$ cat config.mk
export PLATFORM = sky130hd
export DESIGN_NAME = sps_fifo
export DESIGN_NICKNAME = d
export VERILOG_FILES = /design/src/rtl/core/sps_pkg.sv /design/src/rtl/core/sps_fifo.sv
export SDC_FILE = /design/constraint.sdc
export NUM_CORES = 1
export LEC_CHECK = 0
export BUFFER_PORTS_ARGS = -buffer_cell sky130_fd_sc_hd__buf_4
export CAP_MARGIN = 5
export CORE_MARGIN = 2
export CORE_UTILIZATION = 49
export CTS_BUF_LIST = sky130_fd_sc_hd__clkbuf_16
export DETAILED_ROUTE_END_ITERATION = 10
export GPL_TIMING_DRIVEN = 1
export PLACE_DENSITY_LB_ADDON = 0.12
export SLEW_MARGIN = 5
export SYNTH_ARGS = -nofsm -noshare
export SYNTH_HDL_FRONTEND = slang
export SYNTH_SLANG_ARGS = --single-unit
export TNS_END_PERCENT = 1
$ cat constraint.sdc
create_clock -name aclk -period 1.7 [get_ports aclk]
set_input_delay 0.085 -clock aclk [delete_from_list [all_inputs] [get_ports aclk]]
set_output_delay 0.085 -clock aclk [all_outputs]
set_load 0.05 [all_outputs]
$ cat src/rtl/core/sps_pkg.sv
// ----------------------------------------------------------------------------
// sps_pkg
// Shared types, codes and saturation helper for the SOR Poisson sweep block.
// ----------------------------------------------------------------------------
package sps_pkg;

    // Operation codes carried in s_tuser.
    localparam logic [1:0] OP_WRITE = 2'd0;
    localparam logic [1:0] OP_SWEEP = 2'd1;
    localparam logic [1:0] OP_READ  = 2'd2;

    // Configuration register indexes.
    localparam logic [2:0] CFG_OMEGA     = 3'd0;
    localparam logic [2:0] CFG_INV_DX_SQ = 3'd1;
    localparam logic [2:0] CFG_INV_DY_SQ = 3'd2;
    localparam logic [2:0] CFG_RELAX     = 3'd3;
    localparam logic [2:0] CFG_COLS      = 3'd4;
    localparam logic [2:0] CFG_ROWS      = 3'd5;
    localparam logic [2:0] CFG_CELLS     = 3'd6;
    localparam logic [2:0] CFG_SIDES     = 3'd7;

    // Bits of the boundary side mask.
    localparam int SIDE_BIT_LEFT   = 0;
    localparam int SIDE_BIT_RIGHT  = 1;
    localparam int SIDE_BIT_BOTTOM = 2;
    localparam int SIDE_BIT_TOP    = 3;

    localparam logic signed [65:0] SAT_HI = 66'sd2147483647;
    localparam logic signed [65:0] SAT_LO = -66'sd2147483648;

    typedef enum logic [1:0] {
        CMD_WRITE,
        CMD_SWEEP,
        CMD_READ,
        CMD_READ_ZERO
    } cmd_kind_t;

    typedef enum logic [3:0] {
        ENG_IDLE,
        ENG_READ,
        ENG_READ_OUT,
        ENG_UPD,
        ENG_RES,
        ENG_RMS_GO,
        ENG_RMS,
        ENG_BND,
        ENG_DONE
    } eng_state_t;

    typedef enum logic [1:0] {
        RMS_IDLE,
        RMS_DIV,
        RMS_SQRT,
        RMS_DONE
    } rms_state_t;

    // Boundary copies run in this order.
    typedef enum logic [1:0] {
        SIDE_BOTTOM,
        SIDE_TOP,
        SIDE_LEFT,
        SIDE_RIGHT
    } side_t;

    typedef struct packed {
        logic [17:0] omega;
        logic [30:0] inv_dx_sq;
        logic [30:0] inv_dy_sq;
        logic [30:0] relax_coeff;
        logic [6:0]  cols;
        logic [6:0]  rows;
        logic [24:0] global_cells;
        logic [3:0]  sides;
    } cfg_t;

    typedef struct packed {
        logic        done;
        logic [30:0] root;
        logic        clamp;
    } rms_res_t;

    typedef struct packed {
        logic signed [31:0] val;
        logic               hit;
    } sat_t;

    function automatic sat_t sat32(input logic signed [65:0] v);
        sat_t s;
        s.hit = 1'b1;
        if (v > SAT_HI) begin
            s.val = 32'sh7FFF_FFFF;
        end else if (v < SAT_LO) begin
            s.val = 32'sh8000_0000;
        end else begin
            s.val = v[31:0];
            s.hit = 1'b0;
        end
        return s;
    endfunction

endpackage

$ cat src/rtl/core/sps_fifo.sv
// ----------------------------------------------------------------------------
// sps_fifo
// Two-entry command queue between the front end and the engine.
// ----------------------------------------------------------------------------
module sps_fifo
    import sps_pkg::*;
#(
    parameter int W = 8
) (
    input  logic         aclk,
    input  logic         aresetn,
    input  logic         in_valid,
    output logic         in_ready,
    input  logic [W-1:0] in_data,
    output logic         out_valid,
    input  logic         out_pop,
    output logic [W-1:0] out_data
);

    localparam int DEPTH = 2;

    logic [W-1:0] entry_reg [DEPTH];
    logic         wr_ptr_reg;
    logic         rd_ptr_reg;
    logic [1:0]   count_reg;
    logic         push;
    logic         pop;

    assign in_ready  = (count_reg != 2'(DEPTH));
    assign out_valid = (count_reg != 2'd0);
    assign out_data  = entry_reg[rd_ptr_reg];
    assign push      = in_valid && in_ready;
    assign pop       = out_pop && out_valid;

    always_ff @(posedge aclk) begin
        if (!aresetn) begin
            wr_ptr_reg <= 1'b0;
            rd_ptr_reg <= 1'b0;
            count_reg  <= 2'd0;
        end else begin
            if (push) begin
                wr_ptr_reg <= ~wr_ptr_reg;
            end
            if (pop) begin
                rd_ptr_reg <= ~rd_ptr_reg;
            end
            if (push && !pop) begin
                count_reg <= count_reg + 2'd1;
            end else if (pop && !push) begin
                count_reg <= count_reg - 2'd1;
            end
        end
    end

    always_ff @(posedge aclk) begin
        if (push) begin
            entry_reg[wr_ptr_reg] <= in_data;
        end
    end

endmodule

# Word level (Yosys, flattened, before mapping)
# Memories as Yosys holds them, arrays and structs flattened. A register that Yosys moved wholly into a read port is not among the register bits.
# Index checks and enable logic that the tools add are counted.
[classes] muxes=6 add_sub_neg=2 bitwise_logic=2 n_reduce_logical=8 eq_ne=1
[ops] cell="$logic_and 1x1->1" count=4
[ops] cell="$mux 1" count=4
[ops] cell="$mux 2" count=2
[ops] cell="$reduce_bool 2->1" count=2
[ops] cell="$add 2x1->2 const B" count=1
[ops] cell="$logic_not 1->1" count=2
[ops] cell="$ne 2x2->1 const B" count=1
[ops] cell="$not 1->1" count=2
[ops] cell="$sub 2x1->2 const B" count=1
[word_totals] mem_bits_rw=16 in_bits=12 reg_bits=4 mem_count=1 elab_cells=23
[mem_list] memory="entry_reg" depth=2 word_bits=8 read_ports=1 rd_ports_with_merged_regs=1 wr=1 line="sps_fifo.sv:22" text="logic [W-1:0] entry_reg [DEPTH];"

# Longest topological paths before layout
# Gate-level depths: netlist of the first run.
[depth] word_depth=6 ltp_mapped=6

# Least setup slack after synthesis of the first run
# No wires, ideal clock.
[synth_timing] path_kind="flip-flop to flip-flop" from="register count_reg[0]" to="register count_reg[1]" arrival_ns=1.547 path_buffers=0 synth_period_minus_slack_ns=1.616 path_slack_ns=0.084 setup_ns=0.070 t_required_ns=1.630 path_stages_with_launch=6 path_cell_list="dfxtp_1 nand2b_4 and2_1 ha_1 or3_1 a21oi_1"
[synth_between] elab_chain_cells=5
[synth_lines] item="start: declaration" line="sps_fifo.sv:25" text="logic [1:0] count_reg;"
[synth_lines] item="start signal: assignment" line="sps_fifo.sv:48" text="count_reg <= count_reg + 2'd1;"
[synth_lines] item="start signal: assignment" line="sps_fifo.sv:50" text="count_reg <= count_reg - 2'd1;"
[synth_lines] item="$ne 2x2->1 *" line="sps_fifo.sv:29" text="assign in_ready = (count_reg != 2'(DEPTH));"
[synth_lines] item="via in_ready" line="sps_fifo.sv:13" text="output logic in_ready,"
[synth_lines] item="$logic_and 1x1->1 *" line="sps_fifo.sv:32" text="assign push = in_valid && in_ready;"
[synth_lines] item="via push" line="sps_fifo.sv:26" text="logic push;"
[synth_lines] item="$logic_not 1->1" line="sps_fifo.sv:49" text="end else if (pop && !push) begin"
[synth_lines] item="$logic_and 1x1->1" line="sps_fifo.sv:49"
[synth_lines] item="$reduce_bool 2->1 (no line)"
# Mark *: on every way through the listed nets, which the timed path passes. The rest lies on a longest branch. The select of a mux whose other input is x is not followed.
# A chain may end at the register's enable or synchronous reset.

# Final worst setup path of the first run
[layout_timing] from="register count_reg[0]" to="register count_reg[1]"
[layout_between] elab_chain_cells=5
[layout_lines] item="$ne 2x2->1 *" line="sps_fifo.sv:29"
[layout_lines] item="$logic_and 1x1->1 *" line="sps_fifo.sv:32"
[layout_lines] item="via push" line="sps_fifo.sv:26"
[layout_lines] item="$logic_not 1->1" line="sps_fifo.sv:49"
[layout_lines] item="$logic_and 1x1->1" line="sps_fifo.sv:49"
[layout_lines] item="$reduce_bool 2->1 (no line)"
# Marked as above.

==> results of run 1 <==
worst max-delay path: stages, from the launching register on:
cell and delay [ps]:
sky130_fd_sc_hd__dfxtp_1 350, sky130_fd_sc_hd__nand2b_4 170, sky130_fd_sc_hd__and2_1 170, sky130_fd_sc_hd__ha_1 330
sky130_fd_sc_hd__or3_1 390, sky130_fd_sc_hd__a21oi_1 160
per-layer routing:
layer	up-vias	track usage	wire length (um)
li1	230	-	-
met1	221	0.142	496
met2	14	0.264	670
met3	0	0.0408	60
met4	0	0.0545	0
met5	-	0	0
cells in the mapped netlist:
library cell               number
sky130_fd_sc_hd__a21bo_2        1
sky130_fd_sc_hd__a21oi_1        2
sky130_fd_sc_hd__and2_1         1
sky130_fd_sc_hd__and3_1         1
sky130_fd_sc_hd__buf_2          1
sky130_fd_sc_hd__dfxtp_1        5
sky130_fd_sc_hd__edfxtp_1      16
sky130_fd_sc_hd__ha_1           1
sky130_fd_sc_hd__inv_1          2
sky130_fd_sc_hd__mux2_2         8
sky130_fd_sc_hd__nand2b_4       1
sky130_fd_sc_hd__nand3b_1       1
sky130_fd_sc_hd__nor2_1         3
sky130_fd_sc_hd__o21ai_0        2
sky130_fd_sc_hd__or2_2          1
sky130_fd_sc_hd__or3_1          1
sky130_fd_sc_hd__xor2_1         3
path summary, 6_finish.rpt:
kind,endpoint,slack [ps]
max reg2reg,count_reg[1]$_SDFFE_PN0P_,70
max,count_reg[1]$_SDFFE_PN0P_,70
min reg2reg,rd_ptr_reg$_SDFFE_PN0P_,510
min,entry_reg[0][4]$_DFFE_PP_,20
power breakdown:
| group | switching [W] | internal [W] |
|---|---|---|
| sequential | 0.0000670 | 0.000653 |
| combinational | 0.000461 | 0.000281 |
| clock | 0.000157 | 0.000312 |
| total | 0.000685 | 0.00125 |
stage by stage:
step	cell area (um2)	setup WS [ps]	cells	utilization
floorplan	810	83.5	50	-
global placement	990	167	87	0.649
detailed placement	990	71.3	87	0.649
CTS	1070	59.2	91	0.701
global route	1070	16.6	91	0.701
finish	1070	68.3	91	0.701
layout make-up:
type | instances | area share
Multi-Input combinational cell | 26 | 0.203
Timing Repair Buffer | 22 | 0.155
Sequential cell | 21 | 0.543
Clock inverter | 1 | 0.00351
Clock buffer | 3 | 0.0703
Inverter | 2 | 0.00703
Tap cell | 16 | 0.0187
kinds of logic (layout without fill, tap and decap cells):
logic type	count (synthesis)	count (layout)	share of synthesized area
adder cells (fa/ha/maj)	1	1	0.0155
AO/OA/AOI/OAI	5	5	0.0371
multiplexers	8	8	0.111
AND/OR/NAND/NOR	9	9	0.0711
buffers and inverters	3	28	0.0155
flip-flops	21	21	0.717
XOR/XNOR	3	3	0.0325
==> impl_results.html, run 1 <==
<table>
<tr><th>Metric</th><th>Value</th></tr>
<tr><th colspan="2">Logic synthesis</th></tr>
<tr><td>Yosys cell types</td><td>17</td></tr>
<tr><td>Count of state elements after synthesis</td><td>21</td></tr>
<tr><td>Cell area after synthesis</td><td>~810 um2</td></tr>
<tr><td>Sequential-to-total area share from yosys stat</td><td>0.717</td></tr>
<tr><td>Proportion of netlist area held by the largest area contributor</td><td>0.594</td></tr>
<tr><td>Synth warnings</td><td>0</td></tr>
<tr><td>Largest area contributor in the synthesized netlist</td><td>sky130_fd_sc_hd__edfxtp_1</td></tr>
<tr><td>Number of standard cells after synthesis</td><td>50</td></tr>
<tr><td>Synth top area cells</td><td>sky130_fd_sc_hd__edfxtp_1 59%, sky130_fd_sc_hd__dfxtp_1 12%, sky130_fd_sc_hd__mux2_2 11%</td></tr>
<tr><td>Syn Area/Cell</td><td>16.2 um2</td></tr>
<tr><td>Nets in the synthesized netlist</td><td>63</td></tr>
<tr><th colspan="2">Clock tree</th></tr>
<tr><td>Number of gates resized after cts</td><td>0</td></tr>
<tr><td>TritonCTS clock tree</td><td>done</td></tr>
<tr><td>Clock tree sinks</td><td>21</td></tr>
<tr><td>Maximum level of the CTS H-tree</td><td>1</td></tr>
<tr><td>Root buffer cell</td><td>sky130_fd_sc_hd__clkbuf_16</td></tr>
<tr><td>Insertion delay to the later sink of the worst-skew pair</td><td>250 ps</td></tr>
<tr><td>Number of buffers added by the clock tree synthesis step</td><td>3</td></tr>
<tr><td>Clock buffer depth</td><td>2</td></tr>
<tr><td>Clock slew seen by the registers of the worst setup and hold paths</td><td>50 ps</td></tr>
<tr><td>Hold buffers post-CTS</td><td>0</td></tr>
<tr><td>Number of setup buffers added after CTS</td><td>0</td></tr>
<tr><th colspan="2">Floorplanning</th></tr>
<tr><td>Area of the core</td><td>~0.0015 mm2</td></tr>
<tr><td>I/O pin count</td><td>22</td></tr>
<tr><td>Height of the chip</td><td>approximately 45 um</td></tr>
<tr><td>Area of the die</td><td>0.00199 mm2</td></tr>
<tr><td>Starting density of the core</td><td>0.531</td></tr>
<tr><td>Horizontal extent of the die</td><td>44.6 um</td></tr>
<tr><td>FP Rows</td><td>14</td></tr>
<tr><th colspan="2">Finish</th></tr>
<tr><td>Most used cells in the layout excluding fill and tap cells</td><td>22 x sky130_fd_sc_hd__buf_4, 16 x sky130_fd_sc_hd__edfxtp_1, 8 x sky130_fd_sc_hd__mux2_2, 5 x sky130_fd_sc_hd__dfxtp_1</td></tr>
<tr><td>Number of fill cells</td><td>around 110</td></tr>
<tr><td>Final #Nets</td><td>89</td></tr>
<tr><td>Flip-flop count of the largest register, all copies and words added</td><td>16</td></tr>
<tr><td>Count of inserted antenna diode cells</td><td>0</td></tr>
<tr><td>Area of the multi-input gates</td><td>~220 um2</td></tr>
<tr><td>Share of layout cells above drive strength 1</td><td>0.480</td></tr>
<tr><td>Most common library cell in the layout ignoring fill and taps</td><td>sky130_fd_sc_hd__buf_4</td></tr>
<tr><td>Layout area overhead</td><td>32.0%</td></tr>
<tr><td>Area used by sequential logic in the layout</td><td>around 580 um2</td></tr>
<tr><th colspan="2">Global route</th></tr>
<tr><td>GRT Overall Usage</td><td>0.140</td></tr>
<tr><td>Global-route wire length before repair</td><td>between 1500 and 2000 um</td></tr>
<tr><td>Via count of the first global-routing pass</td><td>488</td></tr>
<tr><td>Antenna violations before repair</td><td>0</td></tr>
<tr><td>Maximum number of pins on one net before global-route repair</td><td>12</td></tr>
<tr><td>Overflow left after global routing</td><td>0</td></tr>
<tr><th colspan="2">Setup path</th></tr>
<tr><td>Category of the worst setup path launch point</td><td>flop</td></tr>
<tr><td>Reg2reg start</td><td>count_reg[0]$_SDFFE_PN0P_</td></tr>
<tr><td>Setup Crit Path Kind</td><td>flop to flop</td></tr>
<tr><td>Cell count of the worst reg-to-reg path</td><td>5</td></tr>
<tr><td>Crit path required time</td><td>1880 ps</td></tr>
<tr><td>Critical Path Fanout Max</td><td>5</td></tr>
<tr><td>Crit. Startpoint</td><td>count_reg[0]$_SDFFE_PN0P_</td></tr>
<tr><td>Kind of capture point of the worst setup path</td><td>flop</td></tr>
<tr><td>Arrival time of data at the critical path endpoint</td><td>1810 ps</td></tr>
<tr><th colspan="2">Flow run</th></tr>
<tr><td>Max Cap Violations</td><td>0</td></tr>
<tr><th colspan="2">Min path</th></tr>
<tr><td>Start point of the worst min-delay path</td><td>in_data[4]</td></tr>
<tr><td>Hold Path Class</td><td>input pin to flop</td></tr>
<tr><td>Min-Delay Path Depth</td><td>1</td></tr>
<tr><th colspan="2">Route</th></tr>
<tr><td>Total wirelength of the detailed-routed design</td><td>1230 um</td></tr>
<tr><td>Per-cell via count in the routed design</td><td>a little over 5</td></tr>
<tr><td>DRT antenna net count</td><td>0</td></tr>
<tr><td>Remaining DRCs</td><td>0</td></tr>
<tr><td>Count of TritonRoute iterations in the first routing pass</td><td>2</td></tr>
<tr><td>Initial drt markers</td><td>5</td></tr>
<tr><td>Number of vias in the routed layout</td><td>465</td></tr>
<tr><td>Routed length per instance</td><td>between 10 and 15 um</td></tr>
<tr><th colspan="2">Placed design</th></tr>
<tr><td>HPWL after detailed placement</td><td>932 um</td></tr>
<tr><td>Weighted congestion reported at the end of routability-driven placement</td><td>around 0.7</td></tr>
<tr><td>Port-buffer cells</td><td>21</td></tr>
<tr><th colspan="2">Power and ir drop</th></tr>
<tr><td>Total power per unit cell area</td><td>~1800 mW/mm2</td></tr>
<tr><td>LEAKAGE</td><td>0.438 nW</td></tr>
<tr><td>Worst vdd ir</td><td>1.13 mV</td></tr>
<tr><td>Power after layout</td><td>0.00193 W</td></tr>
<tr><th colspan="2">Timing</th></tr>
<tr><td>Highest Clock Rate</td><td>613 MHz</td></tr>
<tr><td>Count of final setup violators</td><td>0</td></tr>
<tr><td>Worst hold slack</td><td>22.4 ps</td></tr>
<tr><td>Count of final max-slew check failures</td><td>0</td></tr>
<tr><td>Unrepaired setup endpoints after global routing</td><td>no</td></tr>
<tr><td>Setup clock skew after layout</td><td>1.02 ps</td></tr>
<tr><td>Worst slew pin tran</td><td>386 ps</td></tr>
<tr><td>Final TNS setup</td><td>0 ps</td></tr>
<tr><td>Clock period minus worst slack</td><td>1630 ps</td></tr>
<tr><td>Crit share post-route</td><td>0.960</td></tr>
<tr><td>Hold Fails Final Rpt</td><td>0</td></tr>
<tr><td>Max-slew headroom</td><td>0.743</td></tr>
<tr><th colspan="2">Run status</th></tr>
<tr><td>Outcome</td><td>completed</td></tr>
</table>
No activity file was read; power rests on OpenSTA's default activity.
==> run 2: changes to the inputs <==
HOLD_SLACK_MARGIN = 0.12   (was not set)
clock period = 1.76 ns   (was 1.7 ns; I/O delays follow)
==> impl_results.html, run 2 (synthesis results as in run 1) <==
<table>
<tr><th>Metric</th><th>Value</th></tr>
<tr><th colspan="2">Power and ir drop</th></tr>
<tr><td>Worst vdd ir</td><td>1.11 mV (was 1.13 mV)</td></tr>
<tr><td>Clock network fraction of design power</td><td>0.242 (was 0.243)</td></tr>
<tr><td>Total power per unit cell area</td><td>1630 mW/mm2 (was 1810 mW/mm2)</td></tr>
<tr><td>Power after layout</td><td>0.00186 W (was 0.00193 W)</td></tr>
<tr><td>Fraction of power consumed by combinational cells</td><td>0.384 (about the same)</td></tr>
<tr><td>Sw Share</td><td>0.351 (was 0.355)</td></tr>
<tr><td>Psw</td><td>0.000653 W (was 0.000685 W)</td></tr>
<tr><td>LEAKAGE</td><td>0.467 nW (was 0.438 nW)</td></tr>
<tr><td>Sequential share of power</td><td>0.374 (was 0.373)</td></tr>
<tr><td>Internal power</td><td>0.00121 W (was 0.00125 W)</td></tr>
<tr><th colspan="2">Min path</th></tr>
<tr><td>Hold Path Class</td><td>input pin to flop (unchanged)</td></tr>
<tr><td>Min-Delay Path Depth</td><td>3 (was 1)</td></tr>
<tr><td>Start point of the worst min-delay path</td><td>aresetn (was in_data[4])</td></tr>
<tr><td>Endpoint, Worst Hold</td><td>count_reg[0]$_SDFFE_PN0P_ (was entry_reg[0][4]$_DFFE_PP_)</td></tr>
<tr><th colspan="2">Finish</th></tr>
<tr><td>Count of inserted antenna diode cells</td><td>0 (unchanged)</td></tr>
<tr><td>Final Non-Filler Cells</td><td>98 (was 91)</td></tr>
<tr><td>Most used cells in the layout excluding fill and tap cells</td><td>21 x sky130_fd_sc_hd__buf_4, 16 x sky130_fd_sc_hd__edfxtp_1, 8 x sky130_fd_sc_hd__mux2_2, 8 x sky130_fd_sc_hd__dlygate4sd3_1, 5 x sky130_fd_sc_hd__dfxtp_1 (was 22 x sky130_fd_sc_hd__buf_4, 16 x sky130_fd_sc_hd__edfxtp_1, 8 x sky130_fd_sc_hd__mux2_2, 5 x sky130_fd_sc_hd__dfxtp_1)</td></tr>
<tr><td>Layout Utilization</td><td>0.749 (was 0.701)</td></tr>
<tr><td>Final #Nets</td><td>96 (was 89)</td></tr>
<tr><td>Share of layout cells above drive strength 1</td><td>0.427 (was 0.480)</td></tr>
<tr><td>Layout area overhead</td><td>41.0% (was 32.0%)</td></tr>
<tr><td>Flip-flop count of the largest register, all copies and words added</td><td>16 (unchanged)</td></tr>
<tr><td>Most common library cell in the layout ignoring fill and taps</td><td>sky130_fd_sc_hd__buf_4 (unchanged)</td></tr>
<tr><th colspan="2">Clock tree</th></tr>
<tr><td>Maximum level of the CTS H-tree</td><td>1 (unchanged)</td></tr>
<tr><td>Root buffer cell</td><td>sky130_fd_sc_hd__clkbuf_16 (unchanged)</td></tr>
<tr><td>Insertion delay to the later sink of the worst-skew pair</td><td>250 ps (about the same)</td></tr>
<tr><td>Clock tree sinks</td><td>21 (unchanged)</td></tr>
<tr><td>Number of buffers added by the clock tree synthesis step</td><td>3 (unchanged)</td></tr>
<tr><td>Number of gates resized after cts</td><td>0 (unchanged)</td></tr>
<tr><td>TritonCTS clock tree</td><td>done (unchanged)</td></tr>
<tr><td>Clock slew seen by the registers of the worst setup and hold paths</td><td>50 ps (about the same)</td></tr>
<tr><td>Clock buffer depth</td><td>2 (unchanged)</td></tr>
<tr><th colspan="2">Setup path</th></tr>
<tr><td>Critical Path Fanout Max</td><td>5 (unchanged)</td></tr>
<tr><td>Category of the worst setup path launch point</td><td>flop (unchanged)</td></tr>
<tr><td>Crit path required time</td><td>1940 ps (was 1880 ps)</td></tr>
<tr><td>Setup Crit Path Kind</td><td>flop to flop (unchanged)</td></tr>
<tr><td>Kind of capture point of the worst setup path</td><td>flop (unchanged)</td></tr>
<tr><td>Critical-path top delay cell</td><td>sky130_fd_sc_hd__or3_1 (unchanged)</td></tr>
<tr><td>Cell count of the worst reg-to-reg path</td><td>5 (unchanged)</td></tr>
<tr><td>Slack of the worst reg-to-reg path</td><td>190 ps (was 70 ps)</td></tr>
<tr><td>Terminus of the critical flop-to-flop path</td><td>count_reg[1]$_SDFFE_PN0P_ (unchanged)</td></tr>
<tr><td>Reg2reg start</td><td>count_reg[0]$_SDFFE_PN0P_ (unchanged)</td></tr>
<tr><td>Worst-path cell chain</td><td>nand2b_4 -&gt; and2_1 -&gt; ha_1 -&gt; or3_1 -&gt; a21oi_1 (unchanged)</td></tr>
<tr><td>Arrival time of data at the critical path endpoint</td><td>1750 ps (was 1810 ps)</td></tr>
<tr><td>Largest stage delay, worst path</td><td>370 ps (was 390 ps)</td></tr>
<tr><th colspan="2">Timing</th></tr>
<tr><td>Worst hold slack</td><td>123 ps (was 22.4 ps)</td></tr>
<tr><td>Worst slew pin tran</td><td>387 ps (was 386 ps)</td></tr>
<tr><td>Max-slew headroom</td><td>0.742 (was 0.743)</td></tr>
<tr><td>Crit share post-route</td><td>0.893 (was 0.960)</td></tr>
<tr><td>Hold Fails Final Rpt</td><td>0 (unchanged)</td></tr>
<tr><td>Highest Clock Rate</td><td>636 MHz (was 613 MHz)</td></tr>
<tr><td>Final TNS setup</td><td>0 ps (unchanged)</td></tr>
<tr><td>Setup clock skew after layout</td><td>3.41 ps (was 1.02 ps)</td></tr>
<tr><td>Count of final setup violators</td><td>0 (unchanged)</td></tr>
<tr><td>Unrepaired setup endpoints after global routing</td><td>no (unchanged)</td></tr>
<tr><td>Clock period minus worst slack</td><td>1570 ps (was 1630 ps)</td></tr>
<tr><td>Count of final max-slew check failures</td><td>0 (unchanged)</td></tr>
<tr><th colspan="2">Flow run</th></tr>
<tr><td>Max Cap Violations</td><td>0 (unchanged)</td></tr>
<tr><th colspan="2">Placed design</th></tr>
<tr><td>Total placed cells including tap cells</td><td>86 (was 87)</td></tr>
<tr><td>HPWL after detailed placement</td><td>877 um (was 932 um)</td></tr>
<tr><td>Weighted congestion reported at the end of routability-driven placement</td><td>0.699 (was 0.705)</td></tr>
<tr><td>Port-buffer cells</td><td>21 (unchanged)</td></tr>
<tr><th colspan="2">Route</th></tr>
<tr><td>Per-cell via count in the routed design</td><td>4.99 (was 5.11)</td></tr>
<tr><td>Number of vias in the routed layout</td><td>489 (was 465)</td></tr>
<tr><td>DRT antenna net count</td><td>0 (unchanged)</td></tr>
<tr><td>Remaining DRCs</td><td>0 (unchanged)</td></tr>
<tr><td>Routed length per instance</td><td>12.5 um (was 13.5 um)</td></tr>
<tr><td>Initial drt markers</td><td>6 (was 5)</td></tr>
<tr><td>Count of TritonRoute iterations in the first routing pass</td><td>2 (unchanged)</td></tr>
<tr><td>Total wirelength of the detailed-routed design</td><td>1220 um (was 1230 um)</td></tr>
<tr><th colspan="2">Floorplanning</th></tr>
<tr><td>Starting density of the core</td><td>0.531 (unchanged)</td></tr>
<tr><td>Horizontal extent of the die</td><td>44.6 um (unchanged)</td></tr>
<tr><td>FP Rows</td><td>14 (unchanged)</td></tr>
<tr><td>I/O pin count</td><td>22 (unchanged)</td></tr>
<tr><td>Height of the chip</td><td>44.6 um (unchanged)</td></tr>
<tr><td>Area of the core</td><td>0.00152 mm2 (unchanged)</td></tr>
<tr><td>Area of the die</td><td>0.00199 mm2 (unchanged)</td></tr>
<tr><th colspan="2">Global route</th></tr>
<tr><td>Maximum number of pins on one net before global-route repair</td><td>12 (unchanged)</td></tr>
<tr><td>Via count of the first global-routing pass</td><td>494 (was 488)</td></tr>
<tr><td>Global-route wire length before repair</td><td>1990 um (was 1940 um)</td></tr>
<tr><td>GRT Overall Usage</td><td>0.142 (was 0.140)</td></tr>
<tr><td>Antenna violations before repair</td><td>0 (unchanged)</td></tr>
<tr><td>Overflow left after global routing</td><td>0 (unchanged)</td></tr>
<tr><th colspan="2">Run status</th></tr>
<tr><td>Outcome</td><td>completed (unchanged)</td></tr>
</table>
-- run 2: cell types whose count changed in the layout (fill, tap and decap cells not counted), sizes merged --
cell | previous run | this run
dlygate4sd3 | 0 | 8
buf | 22 | 21
-- run 2: what timing repair did --
item / CTS / global route
hold buffers: 8 / 0
buffers inserted: 0 / 0
endpoints found under the hold margin: 16 / 0
-- run 2: power groups by stage --
stage,logic (W),clock network [W],registers (W)
after floorplan,0.000552,0,0.000673
after global placement,0.000693,0,0.000704
after detailed placement,0.000704,0,0.000706
after CTS,0.000721,0.000463,0.000697
after global routing,0.000752,0.000476,0.000705
final,0.000714,0.000450,0.000694
-- run 2: routing by layer --
| layer | wire length, um | vias up | global-route usage |
|---|---|---|---|
| met4 | 0 | 0 | 0.0545 |
| met1 | 542 | 227 | 0.168 |
| met5 | 0 | - | 0 |
| met3 | 80 | 0 | 0.0367 |
| met2 | 601 | 14 | 0.243 |
| li1 | - | 248 | - |
-- run 2: layout make-up --
type                       count  area (um2)
inverter                       2        7.51
multi-input combinational     26         216
fill                         103         383
timing repair buffer          29         238
tap                           16        20.0
clock inverter                 1        3.75
clock buffer                   3        75.1
sequential                    21         581
-- run 2: critical path, delay by kind of cell (launching register included) --
family                   cells  cell delay [ps]
AND/OR/NAND/NOR              3              710
flip-flops                   1              350
adder cells (fa/ha/maj)      1              320
AO/OA/AOI/OAI                1              130
-- run 2: worst max-delay path by stage --
stage                                         start                        end  slack [ps]  cells after the start
after floorplan           count_reg[0]$_SDFFE_PN0P_  count_reg[1]$_SDFFE_PN0P_         140                      5
after CTS                 count_reg[0]$_SDFFE_PN0P_  count_reg[1]$_SDFFE_PN0P_         190                      5
after global routing      count_reg[0]$_SDFFE_PN0P_  count_reg[1]$_SDFFE_PN0P_         110                      5
final                     count_reg[0]$_SDFFE_PN0P_  count_reg[1]$_SDFFE_PN0P_         190                      5
after global placement    count_reg[0]$_SDFFE_PN0P_  count_reg[1]$_SDFFE_PN0P_         220                      5
after detailed placement  count_reg[0]$_SDFFE_PN0P_  count_reg[1]$_SDFFE_PN0P_         200                      5
-- run 2: stage by stage --
step,cell area (um2),worst slack [ps]
after CTS,1140,188
after global routing,1140,109
after global placement,982,223
after detailed placement,982,202
after floorplan,810,144
final,1140,188
==> run 3: changes to the inputs <==
ABC_AREA = 1   (was not set)
==> impl_results.html, run 3 <==
<table>
<tr><th>Metric</th><th>Value</th></tr>
<tr><th colspan="2">Logic synthesis</th></tr>
<tr><td>Commonest cells in the netlist</td><td>16 x sky130_fd_sc_hd__edfxtp_1, 8 x sky130_fd_sc_hd__mux2_2, 8 x sky130_fd_sc_hd__nor2_1 (was 16 x sky130_fd_sc_hd__edfxtp_1, 8 x sky130_fd_sc_hd__mux2_2, 5 x sky130_fd_sc_hd__dfxtp_1)</td></tr>
<tr><td>Leading register cell type out of synthesis</td><td>sky130_fd_sc_hd__edfxtp_1 (unchanged)</td></tr>
<tr><td>Cell area after synthesis</td><td>836 um2 (was 810 um2)</td></tr>
<tr><td>Count of state elements after synthesis</td><td>21 (unchanged)</td></tr>
<tr><td>Largest area contributor in the synthesized netlist</td><td>sky130_fd_sc_hd__edfxtp_1 (unchanged)</td></tr>
<tr><td>Count of flip-flops with a built-in enable after synthesis</td><td>16 (unchanged)</td></tr>
<tr><td>Async SR Flop Fraction</td><td>0 (unchanged)</td></tr>
<tr><td>Nets in the synthesized netlist</td><td>75 (was 63)</td></tr>
<tr><td>Mux cell area share after synthesis</td><td>0.108 (was 0.111)</td></tr>
<tr><td>Complex-gate fraction of the synthesized area</td><td>0.0284 (was 0.0371)</td></tr>
<tr><td>Xor/xnor cell area share of the yosys netlist</td><td>0 (was 0.0325)</td></tr>
<tr><td>Proportion of netlist area held by the largest area contributor</td><td>0.575 (was 0.594)</td></tr>
<tr><td>Yosys cell types</td><td>18 (was 17)</td></tr>
<tr><td>Adder-cell share of the synthesized area</td><td>0.0150 (was 0.0155)</td></tr>
<tr><td>Syn Area/Cell</td><td>13.5 um2 (was 16.2 um2)</td></tr>
<tr><td>Number of standard cells after synthesis</td><td>62 (was 50)</td></tr>
<tr><td>Synth top area cells</td><td>sky130_fd_sc_hd__edfxtp_1 57%, sky130_fd_sc_hd__dfxtp_1 12%, sky130_fd_sc_hd__mux2_2 11% (was sky130_fd_sc_hd__edfxtp_1 59%, sky130_fd_sc_hd__dfxtp_1 12%, sky130_fd_sc_hd__mux2_2 11%)</td></tr>
<tr><td>Largest family of logic cells by synthesized area</td><td>simple AND/OR/NAND/NOR gates (was multiplexers)</td></tr>
<tr><td>Most instantiated library cell after synthesis</td><td>sky130_fd_sc_hd__edfxtp_1 (unchanged)</td></tr>
<tr><td>Synth warnings</td><td>0 (unchanged)</td></tr>
<tr><td>Sequential-to-total area share from yosys stat</td><td>0.695 (was 0.717)</td></tr>
<tr><td>Simple-gate share of the synthesized area</td><td>0.111 (was 0.0711)</td></tr>
<tr><th colspan="2">Clock tree</th></tr>
<tr><td>Clock slew seen by the registers of the worst setup and hold paths</td><td>60 ps (was 50 ps)</td></tr>
<tr><td>Clock tree sinks</td><td>21 (unchanged)</td></tr>
<tr><td>Maximum level of the CTS H-tree</td><td>1 (unchanged)</td></tr>
<tr><td>Number of buffers added by the clock tree synthesis step</td><td>3 (unchanged)</td></tr>
<tr><td>Number of setup buffers added after CTS</td><td>0 (unchanged)</td></tr>
<tr><td>Insertion delay to the later sink of the worst-skew pair</td><td>250 ps (about the same)</td></tr>
<tr><td>Hold buffers post-CTS</td><td>9 (was 8)</td></tr>
<tr><td>Number of gates resized after cts</td><td>0 (unchanged)</td></tr>
<tr><td>Root buffer cell</td><td>sky130_fd_sc_hd__clkbuf_16 (unchanged)</td></tr>
<tr><td>TritonCTS clock tree</td><td>done (unchanged)</td></tr>
<tr><td>Clock buffer depth</td><td>2 (unchanged)</td></tr>
<tr><th colspan="2">Floorplanning</th></tr>
<tr><td>Area of the core</td><td>0.00156 mm2 (was 0.00152 mm2)</td></tr>
<tr><td>Horizontal extent of the die</td><td>45.3 um (was 44.6 um)</td></tr>
<tr><td>FP Rows</td><td>14 (unchanged)</td></tr>
<tr><td>I/O pin count</td><td>22 (unchanged)</td></tr>
<tr><td>Starting density of the core</td><td>0.536 (was 0.531)</td></tr>
<tr><td>Height of the chip</td><td>45.3 um (was 44.6 um)</td></tr>
<tr><td>Area of the die</td><td>0.00205 mm2 (was 0.00199 mm2)</td></tr>
<tr><th colspan="2">Placed design</th></tr>
<tr><td>Post-placement setup slack</td><td>414 ps (was 202 ps)</td></tr>
<tr><td>HPWL after detailed placement</td><td>958 um (was 877 um)</td></tr>
<tr><td>Total placed cells including tap cells</td><td>100 (was 86)</td></tr>
<tr><td>Port-buffer cells</td><td>21 (unchanged)</td></tr>
<tr><td>Weighted congestion reported at the end of routability-driven placement</td><td>0.674 (was 0.699)</td></tr>
<tr><th colspan="2">Timing</th></tr>
<tr><td>Worst hold slack</td><td>198 ps (was 123 ps)</td></tr>
<tr><td>Final setup slack of the worst path</td><td>285 ps (was 188 ps)</td></tr>
<tr><td>Count of final max-slew check failures</td><td>0 (unchanged)</td></tr>
<tr><td>Unrepaired setup endpoints after global routing</td><td>no (unchanged)</td></tr>
<tr><td>Final TNS setup</td><td>0 ps (unchanged)</td></tr>
<tr><td>Max-slew headroom</td><td>0.757 (was 0.742)</td></tr>
<tr><td>Count of final setup violators</td><td>0 (unchanged)</td></tr>
<tr><td>Clock period minus worst slack</td><td>1470 ps (was 1570 ps)</td></tr>
<tr><td>Crit share post-route</td><td>0.838 (was 0.893)</td></tr>
<tr><td>Worst slew pin tran</td><td>364 ps (was 387 ps)</td></tr>
<tr><td>Hold Fails Final Rpt</td><td>0 (unchanged)</td></tr>
<tr><td>Highest Clock Rate</td><td>678 MHz (was 636 MHz)</td></tr>
<tr><td>Setup clock skew after layout</td><td>3.73 ps (was 3.41 ps)</td></tr>
<tr><th colspan="2">Setup path</th></tr>
<tr><td>Kind of capture point of the worst setup path</td><td>output pin (was flop)</td></tr>
<tr><td>Setup Crit Path Kind</td><td>flop to output pin (was flop to flop)</td></tr>
<tr><td>Slack of the worst reg-to-reg path</td><td>410 ps (was 190 ps)</td></tr>
<tr><td>Crit path required time</td><td>1670 ps (was 1940 ps)</td></tr>
<tr><td>Critical Path Fanout Max</td><td>8 (was 5)</td></tr>
<tr><td>Category of the worst setup path launch point</td><td>flop (unchanged)</td></tr>
<tr><td>Arrival time of data at the critical path endpoint</td><td>1390 ps (was 1750 ps)</td></tr>
<tr><th colspan="2">Power and ir drop</th></tr>
<tr><td>Psw</td><td>0.000710 W (was 0.000653 W)</td></tr>
<tr><td>Clock network fraction of design power</td><td>0.244 (was 0.242)</td></tr>
<tr><td>Sequential share of power</td><td>0.364 (was 0.374)</td></tr>
<tr><td>Sw Share</td><td>0.371 (was 0.351)</td></tr>
<tr><td>Internal power</td><td>0.00120 W (was 0.00121 W)</td></tr>
<tr><td>Fraction of power consumed by combinational cells</td><td>0.393 (was 0.384)</td></tr>
<tr><td>Total power per unit cell area</td><td>1600 mW/mm2 (was 1630 mW/mm2)</td></tr>
<tr><td>Worst vdd ir</td><td>1.35 mV (was 1.11 mV)</td></tr>
<tr><td>LEAKAGE</td><td>0.503 nW (was 0.467 nW)</td></tr>
<tr><th colspan="2">Finish</th></tr>
<tr><td>Most used cells in the layout excluding fill and tap cells</td><td>23 x sky130_fd_sc_hd__buf_4, 16 x sky130_fd_sc_hd__edfxtp_1, 9 x sky130_fd_sc_hd__dlygate4sd3_1, 8 x sky130_fd_sc_hd__mux2_2, 8 x sky130_fd_sc_hd__nor2_1 (was 21 x sky130_fd_sc_hd__buf_4, 16 x sky130_fd_sc_hd__edfxtp_1, 8 x sky130_fd_sc_hd__mux2_2, 8 x sky130_fd_sc_hd__dlygate4sd3_1, 5 x sky130_fd_sc_hd__dfxtp_1)</td></tr>
<tr><td>Count of inserted antenna diode cells</td><td>0 (unchanged)</td></tr>
<tr><td>Share of layout cells above drive strength 1</td><td>0.423 (was 0.427)</td></tr>
<tr><td>Flip-flop count of the largest register, all copies and words added</td><td>16 (unchanged)</td></tr>
<tr><td>Most common library cell in the layout ignoring fill and taps</td><td>sky130_fd_sc_hd__buf_4 (unchanged)</td></tr>
<tr><td>Final Non-Filler Cells</td><td>113 (was 98)</td></tr>
<tr><td>Layout area overhead</td><td>42.8% (was 41.0%)</td></tr>
<tr><td>Final #Nets</td><td>111 (was 96)</td></tr>
<tr><th colspan="2">Flow run</th></tr>
<tr><td>Max Cap Violations</td><td>0 (unchanged)</td></tr>
<tr><th colspan="2">Route</th></tr>
<tr><td>Initial drt markers</td><td>5 (was 6)</td></tr>
<tr><td>Routed length per instance</td><td>12.4 um (was 12.5 um)</td></tr>
<tr><td>Total wirelength of the detailed-routed design</td><td>1400 um (was 1220 um)</td></tr>
<tr><td>Count of TritonRoute iterations in the first routing pass</td><td>4 (was 2)</td></tr>
<tr><td>DRT antenna net count</td><td>0 (unchanged)</td></tr>
<tr><td>Per-cell via count in the routed design</td><td>4.97 (was 4.99)</td></tr>
<tr><td>Number of vias in the routed layout</td><td>562 (was 489)</td></tr>
<tr><td>Remaining DRCs</td><td>0 (unchanged)</td></tr>
<tr><th colspan="2">Global route</th></tr>
<tr><td>Maximum number of pins on one net before global-route repair</td><td>13 (was 12)</td></tr>
<tr><td>Global-route wire length before repair</td><td>2170 um (was 1990 um)</td></tr>
<tr><td>GRT Overall Usage</td><td>0.159 (was 0.142)</td></tr>
<tr><td>Overflow left after global routing</td><td>0 (unchanged)</td></tr>
<tr><td>Via count of the first global-routing pass</td><td>565 (was 494)</td></tr>
<tr><td>Antenna violations before repair</td><td>0 (unchanged)</td></tr>
<tr><th colspan="2">Min path</th></tr>
<tr><td>Hold Path Class</td><td>input pin to flop (unchanged)</td></tr>
<tr><th colspan="2">Run status</th></tr>
<tr><td>Outcome</td><td>completed (unchanged)</td></tr>
</table>
[run 3: changes by cell type after synthesis, moves of 2 or more]
cell	delta
sky130_fd_sc_hd__nand2_1	+6
sky130_fd_sc_hd__xor2_1	-3
sky130_fd_sc_hd__nor2_1	+5
sky130_fd_sc_hd__inv_1	+4
sky130_fd_sc_hd__nand2_4	+2
[run 3: cells by family after synthesis]
kind of cell             Yosys count
multiplexers                       8
AO/OA/AOI/OAI                      4
AND/OR/NAND/NOR                   19
flip-flops                        21
adder cells (fa/ha/maj)            1
buffers and inverters              9
[run 3: final timing paths]
path,startpoint,end,cells past startpoint
hold / removal,in_valid,wr_ptr_reg$_SDFFE_PN0P_,5
setup / recovery,flop,out_data[0],2
setup reg to reg,count_reg[0]$_SDFFE_PN0P_,count_reg[1]$_SDFFE_PN0P_,10
hold reg to reg,rd_ptr_reg$_SDFFE_PN0P_,flop,2
[run 3: cell type report]
type                            count  area [um2]
Timing Repair Buffer               32         263
Sequential cell                    21         581
Tap cell                           16        20.0
Multi-Input combinational cell     32         219
Clock buffer                        3        75.1
Inverter                            8        31.3
Clock inverter                      1        5.00
Fill cell                          98         365
[run 3: critical path, stage by stage (launching register included)]
cell and delay, ps:
sky130_fd_sc_hd__dfxtp_1 530, sky130_fd_sc_hd__mux2_2 400, sky130_fd_sc_hd__buf_4 200
[run 3: through the flow]
step	total power, W	area (um2)	util
after detailed placement	0.00144	1020	0.657
final	0.00192	1190	0.766
after floorplan	0.00124	836	-
after global placement	0.00142	1020	0.657
after global routing	0.00200	1190	0.766
after CTS	0.00193	1190	0.766
[run 3: routing by layer]
layer	wire, um	GRT usage
met5	0	0
met4	47	0.124
met3	47	0.0360
met2	800	0.294
met1	507	0.145
[run 3: power by group through the flow]
stage | Sequential, W | Clock (W) | Combinational, W
finish | 0.000696 | 0.000467 | 0.000752
detailed placement | 0.000708 | 0 | 0.000737
global route | 0.000708 | 0.000490 | 0.000800
floorplan | 0.000680 | 0 | 0.000558
CTS | 0.000698 | 0.000475 | 0.000758
global placement | 0.000703 | 0 | 0.000719
